$ cat src/sv/pdwq_pkg.sv
package pdwq_pkg;

  // fixed field widths of the stream payload
  localparam int ID_W  = 5;
  localparam int PRI_W = 8;
  localparam int IN_TDATA_W  = 16;
  localparam int OUT_TDATA_W = 8;

  // command codes carried on in_tuser
  localparam logic CMD_QUEUE  = 1'b0;
  localparam logic CMD_RETIRE = 1'b1;

  // controller states
  typedef enum logic [1:0] {
    ST_IDLE,
    ST_SEEK,
    ST_READ,
    ST_EMIT
  } pdwq_state_t;

  // commands from controller to datapath
  typedef struct packed {
    logic enq;   // apply the accepted queue beat
    logic seek;  // select the highest nonempty bucket and load its head
    logic emit;  // send the current id and step along the list
  } pdwq_cmd_t;

  // status from datapath to controller
  typedef struct packed {
    logic has_work;     // some bucket still holds ids
    logic out_free;     // output register can take a beat this cycle
    logic cur_is_tail;  // current id closes its bucket
  } pdwq_stat_t;

endpackage

$ cat src/sv/pdwq_ram.sv
module pdwq_ram #(
  parameter int WIDTH = 5,
  parameter int DEPTH = 32
) (
  input  logic                                 clk,
  input  logic                                 we,
  input  logic [(DEPTH > 1 ? $clog2(DEPTH) : 1)-1:0] waddr,
  input  logic [WIDTH-1:0]                     wdata,
  input  logic [(DEPTH > 1 ? $clog2(DEPTH) : 1)-1:0] raddr,
  output logic [WIDTH-1:0]                     rdata
);

  logic [WIDTH-1:0] mem_r [DEPTH];
  logic [WIDTH-1:0] rdata_r;

  // one write port, one registered read port
  always_ff @(posedge clk) begin
    if (we) begin
      mem_r[waddr] <= wdata;
    end
    rdata_r <= mem_r[raddr];
  end

  assign rdata = rdata_r;

endmodule

$ cat src/sv/pdwq_ctrl.sv
module pdwq_ctrl (
  input  logic                   clk,
  input  logic                   rst_n,
  input  logic                   in_tvalid,
  input  logic                   in_tuser,
  output logic                   in_tready,
  input  pdwq_pkg::pdwq_stat_t   stat,
  output pdwq_pkg::pdwq_cmd_t    cmd
);

  pdwq_pkg::pdwq_state_t state_r, state_nxt;

  // state register
  always_ff @(posedge clk) begin
    if (!rst_n) begin
      state_r <= pdwq_pkg::ST_IDLE;
    end else begin
      state_r <= state_nxt;
    end
  end

  // next state and commands
  always_comb begin
    state_nxt = state_r;
    in_tready = 1'b0;
    cmd       = '0;
    unique case (state_r)
      pdwq_pkg::ST_IDLE: begin
        in_tready = 1'b1;
        if (in_tvalid) begin
          if (in_tuser == pdwq_pkg::CMD_QUEUE) begin
            cmd.enq = 1'b1;
          end else begin
            state_nxt = pdwq_pkg::ST_SEEK;
          end
        end
      end
      pdwq_pkg::ST_SEEK: begin
        if (stat.has_work) begin
          cmd.seek  = 1'b1;
          state_nxt = pdwq_pkg::ST_READ;
        end else begin
          state_nxt = pdwq_pkg::ST_IDLE;
        end
      end
      // link memory read of the current id is in flight
      pdwq_pkg::ST_READ: begin
        state_nxt = pdwq_pkg::ST_EMIT;
      end
      pdwq_pkg::ST_EMIT: begin
        if (stat.out_free) begin
          cmd.emit  = 1'b1;
          state_nxt = stat.cur_is_tail ? pdwq_pkg::ST_SEEK : pdwq_pkg::ST_READ;
        end
      end
      default: begin
        state_nxt = pdwq_pkg::ST_IDLE;
      end
    endcase
  end

endmodule

$ cat src/sv/pdwq_dp.sv
module pdwq_dp #(
  parameter int NUM_BUCKETS = 8,
  parameter int NUM_IDS     = 32
) (
  input  logic                                  clk,
  input  logic                                  rst_n,
  input  logic [pdwq_pkg::IN_TDATA_W-1:0]       in_tdata,
  input  pdwq_pkg::pdwq_cmd_t                   cmd,
  output pdwq_pkg::pdwq_stat_t                  stat,
  output logic                                  out_tvalid,
  input  logic                                  out_tready,
  output logic [pdwq_pkg::OUT_TDATA_W-1:0]      out_tdata,
  output logic                                  out_tlast
);

  localparam int IW = (NUM_IDS > 1) ? $clog2(NUM_IDS) : 1;
  localparam int BW = (NUM_BUCKETS > 1) ? $clog2(NUM_BUCKETS) : 1;

  // input fields
  logic [pdwq_pkg::ID_W-1:0]         work_id;
  logic signed [pdwq_pkg::PRI_W-1:0] priority_req;
  logic [6:0]                        id_ext;
  logic [IW-1:0]                     in_id;
  logic                              id_ok;
  logic [BW-1:0]                     in_b;

  // state
  logic [NUM_IDS-1:0]     marks_r;
  logic [NUM_BUCKETS-1:0] nonempty_r;
  logic [IW-1:0]          head_r [NUM_BUCKETS];
  logic [IW-1:0]          tail_r [NUM_BUCKETS];
  logic [IW-1:0]          cur_r;
  logic [BW-1:0]          cb_r;
  logic                   out_valid_r;
  logic [pdwq_pkg::ID_W-1:0] out_id_r;
  logic                   out_last_r;

  // derived
  logic [BW-1:0]          top_b;
  logic [IW-1:0]          tail_rd;
  logic [IW-1:0]          walk_tail;
  logic                   fresh;
  logic                   lower_any;
  logic [NUM_BUCKETS-1:0] lower_mask;
  logic                   ram_we;
  logic [IW-1:0]          link_rd;
  logic [6:0]             cur_ext;

  assign work_id      = in_tdata[4:0];
  assign priority_req = in_tdata[12:5];

  // id range check and index
  assign id_ext = {2'b00, work_id};
  assign id_ok  = id_ext < 7'(NUM_IDS);
  assign in_id  = id_ext[IW-1:0];

  // clamp priority into the bucket range
  always_comb begin
    if (priority_req[pdwq_pkg::PRI_W-1]) begin
      in_b = '0;
    end else if ({1'b0, priority_req[6:0]} >= 8'(NUM_BUCKETS)) begin
      in_b = BW'(NUM_BUCKETS - 1);
    end else begin
      in_b = priority_req[BW-1:0];
    end
  end

  // highest nonempty bucket
  always_comb begin
    top_b = '0;
    for (int i = 0; i < NUM_BUCKETS; i++) begin
      if (nonempty_r[i]) begin
        top_b = BW'(i);
      end
    end
  end

  // tail lookups: queued bucket for linking, walked bucket for the end test
  assign tail_rd   = tail_r[in_b];
  assign walk_tail = tail_r[cb_r];

  assign fresh  = cmd.enq && id_ok && !marks_r[in_id];
  assign ram_we = fresh && nonempty_r[in_b];

  // any bucket below the current one still pending
  assign lower_mask = (NUM_BUCKETS'(1) << cb_r) - NUM_BUCKETS'(1);
  assign lower_any  = |(nonempty_r & lower_mask);

  assign stat.has_work    = |nonempty_r;
  assign stat.out_free    = !out_valid_r || out_tready;
  assign stat.cur_is_tail = (cur_r == walk_tail);

  // link memory: written at the old tail, read at the current id
  pdwq_ram #(
    .WIDTH (IW),
    .DEPTH (NUM_IDS)
  ) u_link (
    .clk   (clk),
    .we    (ram_we),
    .waddr (tail_rd),
    .wdata (in_id),
    .raddr (cur_r),
    .rdata (link_rd)
  );

  // queued marks and nonempty bits
  always_ff @(posedge clk) begin
    if (!rst_n) begin
      marks_r    <= '0;
      nonempty_r <= '0;
    end else begin
      if (fresh) begin
        marks_r[in_id]    <= 1'b1;
        nonempty_r[in_b]  <= 1'b1;
      end
      if (cmd.emit) begin
        marks_r[cur_r] <= 1'b0;
        if (stat.cur_is_tail) begin
          nonempty_r[cb_r] <= 1'b0;
        end
      end
    end
  end

  // bucket head and tail
  always_ff @(posedge clk) begin
    if (fresh) begin
      tail_r[in_b] <= in_id;
      if (!nonempty_r[in_b]) begin
        head_r[in_b] <= in_id;
      end
    end
  end

  // walk position
  always_ff @(posedge clk) begin
    if (cmd.seek) begin
      cb_r  <= top_b;
      cur_r <= head_r[top_b];
    end else if (cmd.emit && !stat.cur_is_tail) begin
      cur_r <= link_rd;
    end
  end

  // output register
  assign cur_ext = 7'(cur_r);

  always_ff @(posedge clk) begin
    if (!rst_n) begin
      out_valid_r <= 1'b0;
    end else if (cmd.emit) begin
      out_valid_r <= 1'b1;
    end else if (out_tready) begin
      out_valid_r <= 1'b0;
    end
  end

  always_ff @(posedge clk) begin
    if (cmd.emit) begin
      out_id_r   <= cur_ext[4:0];
      out_last_r <= stat.cur_is_tail && !lower_any;
    end
  end

  assign out_tvalid = out_valid_r;
  assign out_tdata  = {3'b000, out_id_r};
  assign out_tlast  = out_last_r;

endmodule

$ cat src/sv/priority_deferred_work_queue.sv
// Deferred work queue with duplicate suppression and priority buckets. A
// queue beat (in_tuser = 0) is applied when accepted: the priority is clamped to
// 0..NUM_BUCKETS-1, and the work id is appended to that bucket's list unless
// it is already pending or not below NUM_IDS. A retire beat (in_tuser = 1)
// sends every pending id, highest bucket first and in arrival order within a
// bucket, with out_tlast on the final one; a retire with nothing pending sends
// nothing. A retire is accepted in IDLE, then passes SEEK per nonempty bucket
// and once more to find none left, and READ then EMIT per id, READ covering the
// registered link memory read; EMIT waits while out_tready is low and the
// output is full. No new beat is taken until the run is walked, but the last
// result may still sit in the output register. No clearing pass follows reset.
module priority_deferred_work_queue #(
  parameter int NUM_BUCKETS = 8,
  parameter int NUM_IDS     = 32
) (
  input  logic        clk,
  input  logic        rst_n,
  input  logic        in_tvalid,
  output logic        in_tready,
  input  logic [15:0] in_tdata,   // work_id [4:0], priority_req [12:5], zero
  input  logic        in_tuser,   // cmd
  output logic        out_tvalid,
  input  logic        out_tready,
  output logic [7:0]  out_tdata,  // out_id [4:0], zero
  output logic        out_tlast
);

  pdwq_pkg::pdwq_cmd_t  cmd;
  pdwq_pkg::pdwq_stat_t stat;

  // sequencer
  pdwq_ctrl u_ctrl (
    .clk       (clk),
    .rst_n     (rst_n),
    .in_tvalid (in_tvalid),
    .in_tuser  (in_tuser),
    .in_tready (in_tready),
    .stat      (stat),
    .cmd       (cmd)
  );

  // lists, marks and output register
  pdwq_dp #(
    .NUM_BUCKETS (NUM_BUCKETS),
    .NUM_IDS     (NUM_IDS)
  ) u_dp (
    .clk        (clk),
    .rst_n      (rst_n),
    .in_tdata   (in_tdata),
    .cmd        (cmd),
    .stat       (stat),
    .out_tvalid (out_tvalid),
    .out_tready (out_tready),
    .out_tdata  (out_tdata),
    .out_tlast  (out_tlast)
  );

endmodule

$ cat config.mk
export PLATFORM = sky130hd
export DESIGN_NAME = priority_deferred_work_queue
export DESIGN_NICKNAME = d
export VERILOG_FILES = /design/src/sv/pdwq_pkg.sv /design/src/sv/pdwq_ram.sv /design/src/sv/pdwq_ctrl.sv /design/src/sv/pdwq_dp.sv /design/src/sv/priority_deferred_work_queue.sv
export SDC_FILE = /design/constraint.sdc
export NUM_CORES = 1
export LEC_CHECK = 0
export ABC_CLOCK_PERIOD_IN_PS = 3500
export BUFFER_PORTS_ARGS = -buffer_cell sky130_fd_sc_hd__buf_2
export CORE_ASPECT_RATIO = 1.4
export CORE_MARGIN = 2
export CORE_UTILIZATION = 50
export CTS_BUF_LIST = sky130_fd_sc_hd__clkbuf_4
export DETAILED_ROUTE_END_ITERATION = 8
export GPL_TIMING_DRIVEN = 0
export HOLD_SLACK_MARGIN = 0.1
export PLACE_DENSITY = 0.66
export SLEW_MARGIN = 20
export SYNTH_ARGS = -nofsm -noshare
export SYNTH_HDL_FRONTEND = slang
export SYNTH_SLANG_ARGS = --single-unit
$ cat constraint.sdc
create_clock -name clk -period 3.5 [get_ports clk]
set_input_delay 0.35 -clock clk [delete_from_list [all_inputs] [get_ports clk]]
set_output_delay 0.35 -clock clk [all_outputs]
set_load 0.005 [all_outputs]
==> results of run 1 <==
-- flip-flops by register name, indices dropped and copies added (netlist names), named ones only --
name               count
u_dp.cb_r              3
u_dp.marks_r          32
u_ctrl.state_r         2
u_dp.nonempty_r        8
u_dp.tail_r           40
u_dp.out_tvalid        1
u_dp.out_tlast         1
u_dp.u_link.mem_r    160
u_dp.cur_r             5
u_dp.out_id_r          5
u_dp.u_link.rdata      5
u_dp.head_r           40
-- layout make-up --
type / instances / area (sq um)
Sequential cell: 305 / 8648
Clock inverter: 25 / 136.4
Multi-Input combinational cell: 517 / 4262
Inverter: 45 / 168.9
Timing Repair Buffer: 31 / 192.7
Buffer: 58 / 241.5
Clock buffer: 107 / 803.3
Antenna cell: 1 / 2.502
Fill cell: 2117 / 11150
Tap cell: 324 / 405.4
-- power groups by stage --
stage                     Clock, uW  Sequential [uW]  Combinational [uW]
after CTS                      2960             3960                 349
after global placement            0             4040                 326
after global routing           3140             3960                 382
after detailed placement          0             4040                 333
final                          2900             3960                 354
after floorplan                   0             4030                 197
-- logic make-up (layout without fill, tap and decap cells) --
kind of cell    after synthesis  count (layout)
mux                          75              75
other cells                   1               4
fa+ha+maj                     1               1
xor+xnor                      6               6
simple gates                236             236
compound gates              196             196
buf+inv                     103             266
flops                       305             305
-- per-layer routing --
layer  vias up  GRT usage (%)  routed length, um
met1      4330          29.74              12540
met2       405          40.96              16670
met3        83          4.564               2210
met4         0          10.81               1133
met5         -              0                  0
li1       3949              -                  -
-- timing repair --
action	CTS	global route
resized for setup	21	7
endpoints found under the setup margin	160	42
hold endpoints to repair	4	0
hold buffers	5	0
pin swaps	1	0
gates cloned	0	0
buffers inserted	2	0
-- critical path: stages (launching register included) --
cell,delay (ps)
dfxtp_1,380
nor4b_2,510
o41ai_1,160
or4_4,560
nor3_4,320
buf_2,340
nand4_1,330
nor2_1,510
-- cells in the mapped netlist (14+ instances only) --
cell type / number / share of area, %
nand3_1: 17 / 0.65
clkbuf_1: 46 / 1.3
inv_1: 45 / 1.3
a31oi_1: 14 / 0.66
nor4_1: 14 / 0.66
o21ai_0: 45 / 1.7
a21oi_1: 30 / 1.1
nand2_1: 34 / 0.97
edfxtp_1: 254 / 58
o221ai_1: 19 / 1.3
mux2i_1: 15 / 1.1
mux4_2: 53 / 9.1
dfxtp_1: 51 / 7.7
nor2_1: 78 / 2.2
-- how the worst max path moves through the flow --
stage | from | endpoint | cells after the start
after detailed placement | in_tdata[1] | u_dp.u_link.mem_r[10][3] | 9
after global placement | in_tdata[1] | u_dp.u_link.mem_r[10][3] | 10
after CTS | u_ctrl.state_r[1] | u_dp.u_link.mem_r[20][2] | 7
final | u_ctrl.state_r[1] | u_dp.u_link.mem_r[20][2] | 7
after global routing | u_ctrl.state_r[1] | u_dp.u_link.mem_r[20][4] | 7
after floorplan | in_tdata[1] | u_dp.u_link.mem_r[10][0] | 8
-- through the flow --
step | TNS (ps) | hold slack (ps) | setup slack [ps]
2_1_floorplan | 0 | 424.4 | 236.7
3_3_place_gp | -215960 | 434.5 | -1332
3_5_place_dp | -213820 | 455.5 | -1422
4_1_cts | 0 | 101.4 | 82.96
5_1_grt | -890.0 | 103.1 | -72.84
6_report | 0 | 127.8 | 3.536
==> run metrics, run 1 <==
Flop pwr share=a little over half; largest net degree at the start of global routing=55; synthesized flop and latch total=305; RSZ-0062 raised after global routing=yes; prevailing post-synth register cell=edfxtp_1; Reg-to-Reg End=u_dp.u_link.mem_r[20][2]; cells after synthesis=923; Sw Share=between 20% and 30%; via density per instance=6.205; Hold Path Depth=1; sequential share of the synthesized area=approximately 66%; RePlAce Congestion=0.9181; status=finished clean; total number of vias=8767; crit path kind=flip-flop to flip-flop; antenna violations before repair=1; Post-Synth Adder-Cell Area=less than 1%; Starting Density=roughly half; Post-synth EDFFs=254; xor-xnor portion of the synthesized cell area=0.3986%; NetSw=around 1700 uW; Syn. warnings=0; Crit path arrival time=~3800 ps; Placeable Area=between 20000 and 30000 sq um; DRT Wirelength=around 33 mm; Tot Pwr=between 7000 and 8000 uW; Sink Count=approximately 300; Die Y=~200 um; CTS tree=done; deepest clock path buffer count=3; Hold WC Path Type=input port to flip-flop; max_slew headroom=around a fifth; width of the die=between 100 and 150 um; post-route antenna net violation count=0; Final Skew=between 50 and 60 ps; Critical R2R Launch=u_ctrl.state_r[1]; DRT Pass-1 Iters=6; Die ar.=approximately 28000 sq um; CTS root buf=clkbuf_4; f_max=286.0 MHz; Post-Synth Simple-Gate Area=under 10%; final hold violation count=0; first-pass GRT wire length=49.64 mm; vias in the first global route=roughly 8.8k; Distinct cells, synth=70; Int Power=roughly 5500 uW; Mean Syn Cell Area=~14 sq um; P&R area growth vs syn=12.71%; worst r2r path cells=7; fin crit period=roughly 3500 ps; Initial DRC Count=between 700 and 800; crit end category=flip-flop; Critical Path Fanout Max=10; Worst-Skew Late Latency=740 ps; placement-stage cell area=13730 sq um; synthesized cell area=between 10000 and 15000 sq um; final slew viol count=0; commonest non-fill, non-tap cell in the layout=edfxtp_1; Worst Hold Path EP=u_dp.head_r[7][1]; max-cap viol count=0; Finished Cell Area=between 10000 and 15000 sq um; worst-margin pin slew=roughly 1200 ps; asr flop ratio synth=0%; Req. time, crit path=approximately 3800 ps; Core Rows=70; number of top-level pins=32; drt drc=0; commonest non-fill, non-tap cells in the layout=254 x edfxtp_1, 107 x clkbuf_4, 73 x nor2_1; I/O Buffers=24; Cells after DPL=around 1.3k; Startpoint Class=flip-flop; Cell Pwr Density=485.5 nW/um^2; Final Instance Count excl. Fillers=approximately 1.4k; Hold Crit Start=in_tdata[1]; largest family of logic cells by synthesized area=multiplexers; final core utilization=57.13%; clk slew on worst S/H paths=about 70 ps; GRT overflow=0; wire per inst=about 23 um; share of cells above drive strength 1=a little under a quarter; Comb pwr share=roughly 4.9%; post-DP HPWL=21.40 mm; gr usage total=between 20% and 30%; Compound-Gate Fraction of Synth Area=between 10% and 20%; Clk network pwr share=between 40% and 50%; reg2reg setup slack=between 3 and 4 ps; Pleak=about 0.0048 uW; H-tree depth=3; # nets final=roughly 1.1k; Num CTS Buffers=slightly below 80; final period utilization=~100%; mux cell area share after synthesis=between 10% and 20%; Setup violations, final=0; Max VDD drop=0.0002270 V
Note: power is estimated with default switching activity, not from simulation.
==> inputs of run 2 (changes only) <==
Settings changed: CELL_PAD_IN_SITES_DETAIL_PLACEMENT set to 2, CELL_PAD_IN_SITES_GLOBAL_PLACEMENT set to 2, CORE_UTILIZATION 50 to 47, PLACE_DENSITY 0.66 to unset, PLACE_DENSITY_LB_ADDON set to 0.1.
==> run metrics, run 2 (synthesized netlist as in run 1, its figures left out) <==
f_max=between 200 and 300 MHz; P&R area growth vs syn=13.67%; Tot Pwr=between 7000 and 8000 uW; Core Rows=72; Sink Count=between 300 and 400; Setup violations, final=0; H-tree depth=3; Max VDD drop=between 0.0003 and 0.0004 V; DRT Pass-1 Iters=5; Reg-to-Reg End=u_dp.u_link.mem_r[4][0]; fin crit period=~3400 ps; placement-stage cell area=13790 sq um; most flop-heavy register=u_dp.u_link.mem_r; CTS root buf=clkbuf_4; CTS tree=done; worst r2r path cells=7; Starting Density=a little under half; Crit-path slowest cell=or4_4; final period utilization=96.74%; worst-margin pin slew=between 1000 and 1500 ps; Int Power=around 5600 uW; max-cap viol count=0; Comb pwr share=between 5 and 6%; crit path kind=flip-flop to flip-flop; final slew viol count=0; Crit path arrival time=approximately 3800 ps; Critical Path Fanout Max=10; Final Skew=38.51 ps; I/O Buffers=24; total number of vias=just over 9k; Hold Path Depth=1; Worst-Skew Late Latency=slightly below 800 ps; vias in the first global route=10.28k; Pleak=0.004884 uW; width of the die=roughly 150 um; Worst Hold Margin=approximately 120 ps; # nets final=between 1k and 1.5k; status=finished clean; Startpoint Class=flip-flop; crit path cell chain=nor4b_2 > o41ai_1 > or4_4 > nor3_4 > buf_2 > nand4_1 > nor2_2; DRT Wirelength=roughly 43 mm; antenna violations before repair=1; Sw Share=between 20 and 25%; deepest clock path buffer count=3; Hold WC Path Type=input port to flip-flop; final hold violation count=0; Initial DRC Count=roughly 730; Num CTS Buffers=77; number of top-level pins=32; commonest non-fill, non-tap cells in the layout=254 x edfxtp_1, 115 x clkbuf_4, 71 x nor2_1; drt drc=0; Hold Crit Start=in_tdata[4]; biggest regs=u_dp.u_link.mem_r x160, u_dp.head_r x40, u_dp.tail_r x40; Finished Cell Area=between 10000 and 15000 sq um; Die ar.=29430 sq um; post-route antenna net violation count=0; Fin Setup TNS=0 ps; Cell Pwr Density=around 500 nW/um^2; Critical R2R Launch=u_ctrl.state_r[1]; Fillers=around 2.6k; Placeable Area=~28000 sq um; gr usage total=about 30%; crit end category=flip-flop; RSZ-0062 raised after global routing=no; post-DP HPWL=slightly below 30 mm; Flop pwr share=around 53%; RePlAce Congestion=0.9054; GRT overflow=0; Worst path max stage delay=570 ps; NetSw=between 1500 and 2000 uW; share of cells above drive strength 1=24.36%; clk slew on worst S/H paths=60 ps; via density per instance=~6.3; first-pass GRT wire length=between 60 and 70 mm; Clk network pwr share=41.9%; Die Y=~200 um; max_slew headroom=22.22%; Worst Hold Path EP=u_dp.u_link.mem_r[5][4]; commonest non-fill, non-tap cell in the layout=edfxtp_1; max reg flops=160; reg2reg setup slack=110 ps; Req. time, crit path=slightly below 4000 ps; largest net degree at the start of global routing=between 50 and 60; wire per inst=between 20 and 30 um
run 2: cell count changes in the layout (fill, tap and decap cells not counted), moves of 2 or more:
cell and change:
clkbuf_2 +4, clkinv_1 -5, nor2_1 -2, clkbuf_4 +8, clkbuf_1 -5, clkinvlp_4 -2
inv_2 +4, diode_2 +2
run 2: worst max-delay path: cells and delay by family, from the launching register on:
kind | cells | cell delay, ps
compound gates | 1 | 160
flops | 1 | 380
buf+inv | 1 | 320
simple gates | 5 | 2150
run 2: routing by layer:
layer | share of wire [%] | GRT usage, % | vias to the layer above
met4 | 4.3 | 13.20 | 0
met5 | 0 | 0 | -
met1 | 38 | 35.06 | 4728
met2 | 53 | 53.96 | 369
met3 | 4.6 | 5.056 | 133
li1 | - | - | 3936
run 2: metrics by stage:
stage / worst slack [ps] / instances / utilization [%]
3_3_place_gp: -1270 / 1319 / 49.81
5_1_grt: 20.93 / 1463 / 54.18
3_5_place_dp: -1756 / 1319 / 49.86
4_1_cts: 9.918 / 1462 / 54.01
2_1_floorplan: 236.7 / 925 / -
6_report: 114.2 / 1465 / 54.19
run 2: cell type report:
| type | instances | area (sq um) | area share, % |
|---|---|---|---|
| Antenna cell | 3 | 7.507 | 0.05009 |
| Sequential cell | 305 | 8648 | 57.70 |
| Clock buffer | 115 | 863.3 | 5.760 |
| Tap cell | 370 | 462.9 | 3.089 |
| Clock inverter | 22 | 113.9 | 0.7597 |
| Timing Repair Buffer | 32 | 202.7 | 1.352 |
| Inverter | 45 | 168.9 | 1.127 |
| Multi-Input combinational cell | 517 | 4282 | 28.57 |
| Buffer | 56 | 239.0 | 1.594 |
run 2: worst max path at each step:
stage | startpoint | end | slack, ps
6_report | u_ctrl.state_r[1] | u_dp.u_link.mem_r[4][0] | 110
4_1_cts | u_dp.tail_r[3][0] | u_dp.u_link.mem_r[26][0] | 10
3_3_place_gp | in_tdata[1] | u_dp.u_link.mem_r[11][0] | -1270
3_5_place_dp | in_tdata[1] | u_dp.u_link.mem_r[11][2] | -1760
2_1_floorplan | in_tdata[1] | u_dp.u_link.mem_r[10][0] | 240
5_1_grt | in_tdata[3] | u_dp.u_link.mem_r[11][0] | 20
run 2: power by group through the flow:
stage | combinational (uW) | sequential [uW] | clock, uW
3_5_place_dp | 355 | 4040 | 0
6_report | 382 | 3960 | 3130
2_1_floorplan | 197 | 4030 | 0
4_1_cts | 373 | 3960 | 3170
5_1_grt | 407 | 3960 | 3320
3_3_place_gp | 330 | 4040 | 0
run 2: repair_timing:
item	4_1_cts	5_1_grt
cloned	0	0
setup endpoints to repair	210	67
hold endpoints to repair	7	0
buffers inserted	2	0
pin swaps	1	0
gates resized for setup	23	16
hold buffers	6	0
==> inputs of run 3 (changes only) <==
Settings changed: ABC_AREA set to 1, CORE_UTILIZATION 47 to 43.
==> run metrics, run 3 <==
status=finished clean; Synth area leaders=edfxtp_1 57%, dfxtp_1 7.6%, nand2_1 6.7%; Worst-Skew Late Latency=800 ps; final worst slack=slightly below 500 ps; Syn. warnings=0; top-count cell post-synth=edfxtp_1; post-DP HPWL=32.78 mm; total number of vias=10.83k; post-route antenna net violation count=0; Initial DRC Count=642; Crit path arrival time=between 3000 and 4000 ps; Distinct cells, synth=39; Sink Count=between 300 and 400; Critical Path Fanout Max=18; most frequent cell on the critical path=nand3_4; Post-synth EDFFs=254; I/O Buffers=25; deepest clock path buffer count=3; Fin Setup TNS=0 ps; sequential share of the synthesized area=64.33%; drt drc=0; Req. time, crit path=approximately 3900 ps; largest net degree at the start of global routing=54; Finished Cell Area=roughly 15000 sq um; Startpoint Class=input port; Die ar.=approximately 33000 sq um; area taken by multi-input logic gates=about 4000 sq um; placement-stage cell area=14090 sq um; Num CTS Buffers=between 70 and 80; DRT Wirelength=around 48 mm; Core Rows=76; worst-margin pin slew=about 950 ps; width of the die=roughly 150 um; gr usage total=30.14%; prevailing post-synth register cell=edfxtp_1; largest delay contributor family on the critical path=simple AND/OR/NAND/NOR gates; clk slew on worst S/H paths=approximately 70 ps; biggest regs=u_dp.u_link.mem_r x160, u_dp.head_r x40, u_dp.tail_r x40; crit path cell chain=dlygate4sd3_1 > buf_2 > nor3_1 > a21boi_1 > nor2_4 > nand3_4 > nor2_8 > nand3_4 > nor2_1; max-cap viol count=0; share of cells above drive strength 1=a little over an eighth; Yosys top cell area share=a little under three fifths; CTS root buf=clkbuf_4; f_max=approximately 330 MHz; Cell Pwr Density=about 500 nW/um^2; final hold violation count=0; Max VDD drop=between 0.0003 and 0.0004 V; crit path kind=input port to flip-flop; CP Buf/Inv Count=2; Synth top cells by count=254 x edfxtp_1, 240 x nand2_1, 122 x nor2_1, 107 x inv_1, 91 x o21ai_0; Setup Slack @ Placement=-395.3 ps; storage element area=about 8600 sq um; Placeable Area=between 30000 and 40000 sq um; first-pass GRT wire length=roughly 73 mm; area leader, netlist=edfxtp_1; wire per inst=between 20 and 30 um; most flop-heavy register=u_dp.u_link.mem_r; antenna violations before repair=2; Pleak=roughly 0.0054 uW; Fillers=approximately 3.3k; Setup violations, final=0; CTS tree=done; Starting Density=43.63%; # nets final=roughly 1.4k; via density per instance=5.874; max reg flops=160; commonest non-fill, non-tap cell in the layout=edfxtp_1; DRT Pass-1 Iters=5; GRT overflow=0; fin crit period=~3000 ps; Post-CTS Repair Setup Buffers=0; Die Y=between 200 and 250 um; Mean Syn Cell Area=10.48 sq um; final period utilization=a little under nine tenths; max_slew headroom=~37%; H-tree depth=3; vias in the first global route=12.02k; Final Instance Count excl. Fillers=around 1.8k; synthesized cell area=about 13000 sq um; RSZ-0062 raised after global routing=no; Final Skew=about 45 ps; asr flop ratio synth=0%; crit end category=flip-flop; RePlAce Congestion=0.7888; Crit-path slowest cell=nor2_1; synthesized flop and latch total=just over 300; P&R area growth vs syn=12.04%; final slew viol count=0; Cells after DPL=around 1.7k; Hold WC Path Type=input port to flip-flop; Worst path max stage delay=between 500 and 600 ps; cells after synthesis=1283; number of top-level pins=32; commonest non-fill, non-tap cells in the layout=254 x edfxtp_1, 240 x nand2_1, 122 x nor2_1
run 3: layer usage:
metal / GRT usage (%) / share of wire [%]
met2: 54.94 / 53
met5: 0 / 0
met1: 33.36 / 38
met4: 16.58 / 5.0
met3: 5.257 / 4.6
run 3: report_power, final:
group          switching, uW  internal [uW]
combinational            499            157
clock                   1520           1390
sequential              24.8           3970
run 3: metrics by stage:
stage,hold slack (ps),power [uW],utilization (%)
floorplan,424.4,4414,-
global placement,447.6,4672,45.65
detailed placement,455.9,4714,45.73
CTS,145.0,7611,48.85
global route,124.1,7856,48.89
finish,137.9,7559,48.89
run 3: cell families after synthesis:
kind of cell             count (synthesis)  share of synthesized area, %
other                                    1                       0.02790
flip-flops                             305                         64.33
AND/OR/NAND/NOR                        470                         15.21
buffers and inverters                  177                         5.519
adder cells (fa/ha/maj)                  1                       0.09306
AO/OA/AOI/OAI                          329                         14.82
run 3: timing repair:
| item | 4_1_cts | 5_1_grt |
|---|---|---|
| hold buffers | 5 | 0 |
| endpoints found under the setup margin | 0 | 0 |
| gates resized for setup | 0 | 0 |
| hold endpoints to repair | 23 | 0 |
run 3: final timing paths:
kind         cells past startpoint                       end  slack [ps]        startpoint
max                              9  u_dp.u_link.mem_r[10][1]         480       in_tdata[2]
min                              1         u_dp.tail_r[5][4]         140       in_tdata[4]
max reg2reg                     10             u_dp.cur_r[3]         490         flip-flop
min reg2reg                      1          u_dp.marks_r[28]         470  u_dp.marks_r[28]
run 3: layout make-up:
| class | instances | area share [%] |
|---|---|---|
| clock buffers | 104 | 5.184 |
| flip-flops and latches | 305 | 57.42 |
| plain buffers | 64 | 2.110 |
| diodes | 3 | 0.04984 |
| multi-input cells | 803 | 26.96 |
| clock inverters | 31 | 0.8639 |
| inverters | 113 | 2.816 |
| well taps | 390 | 3.240 |
| repair buffers | 31 | 1.362 |
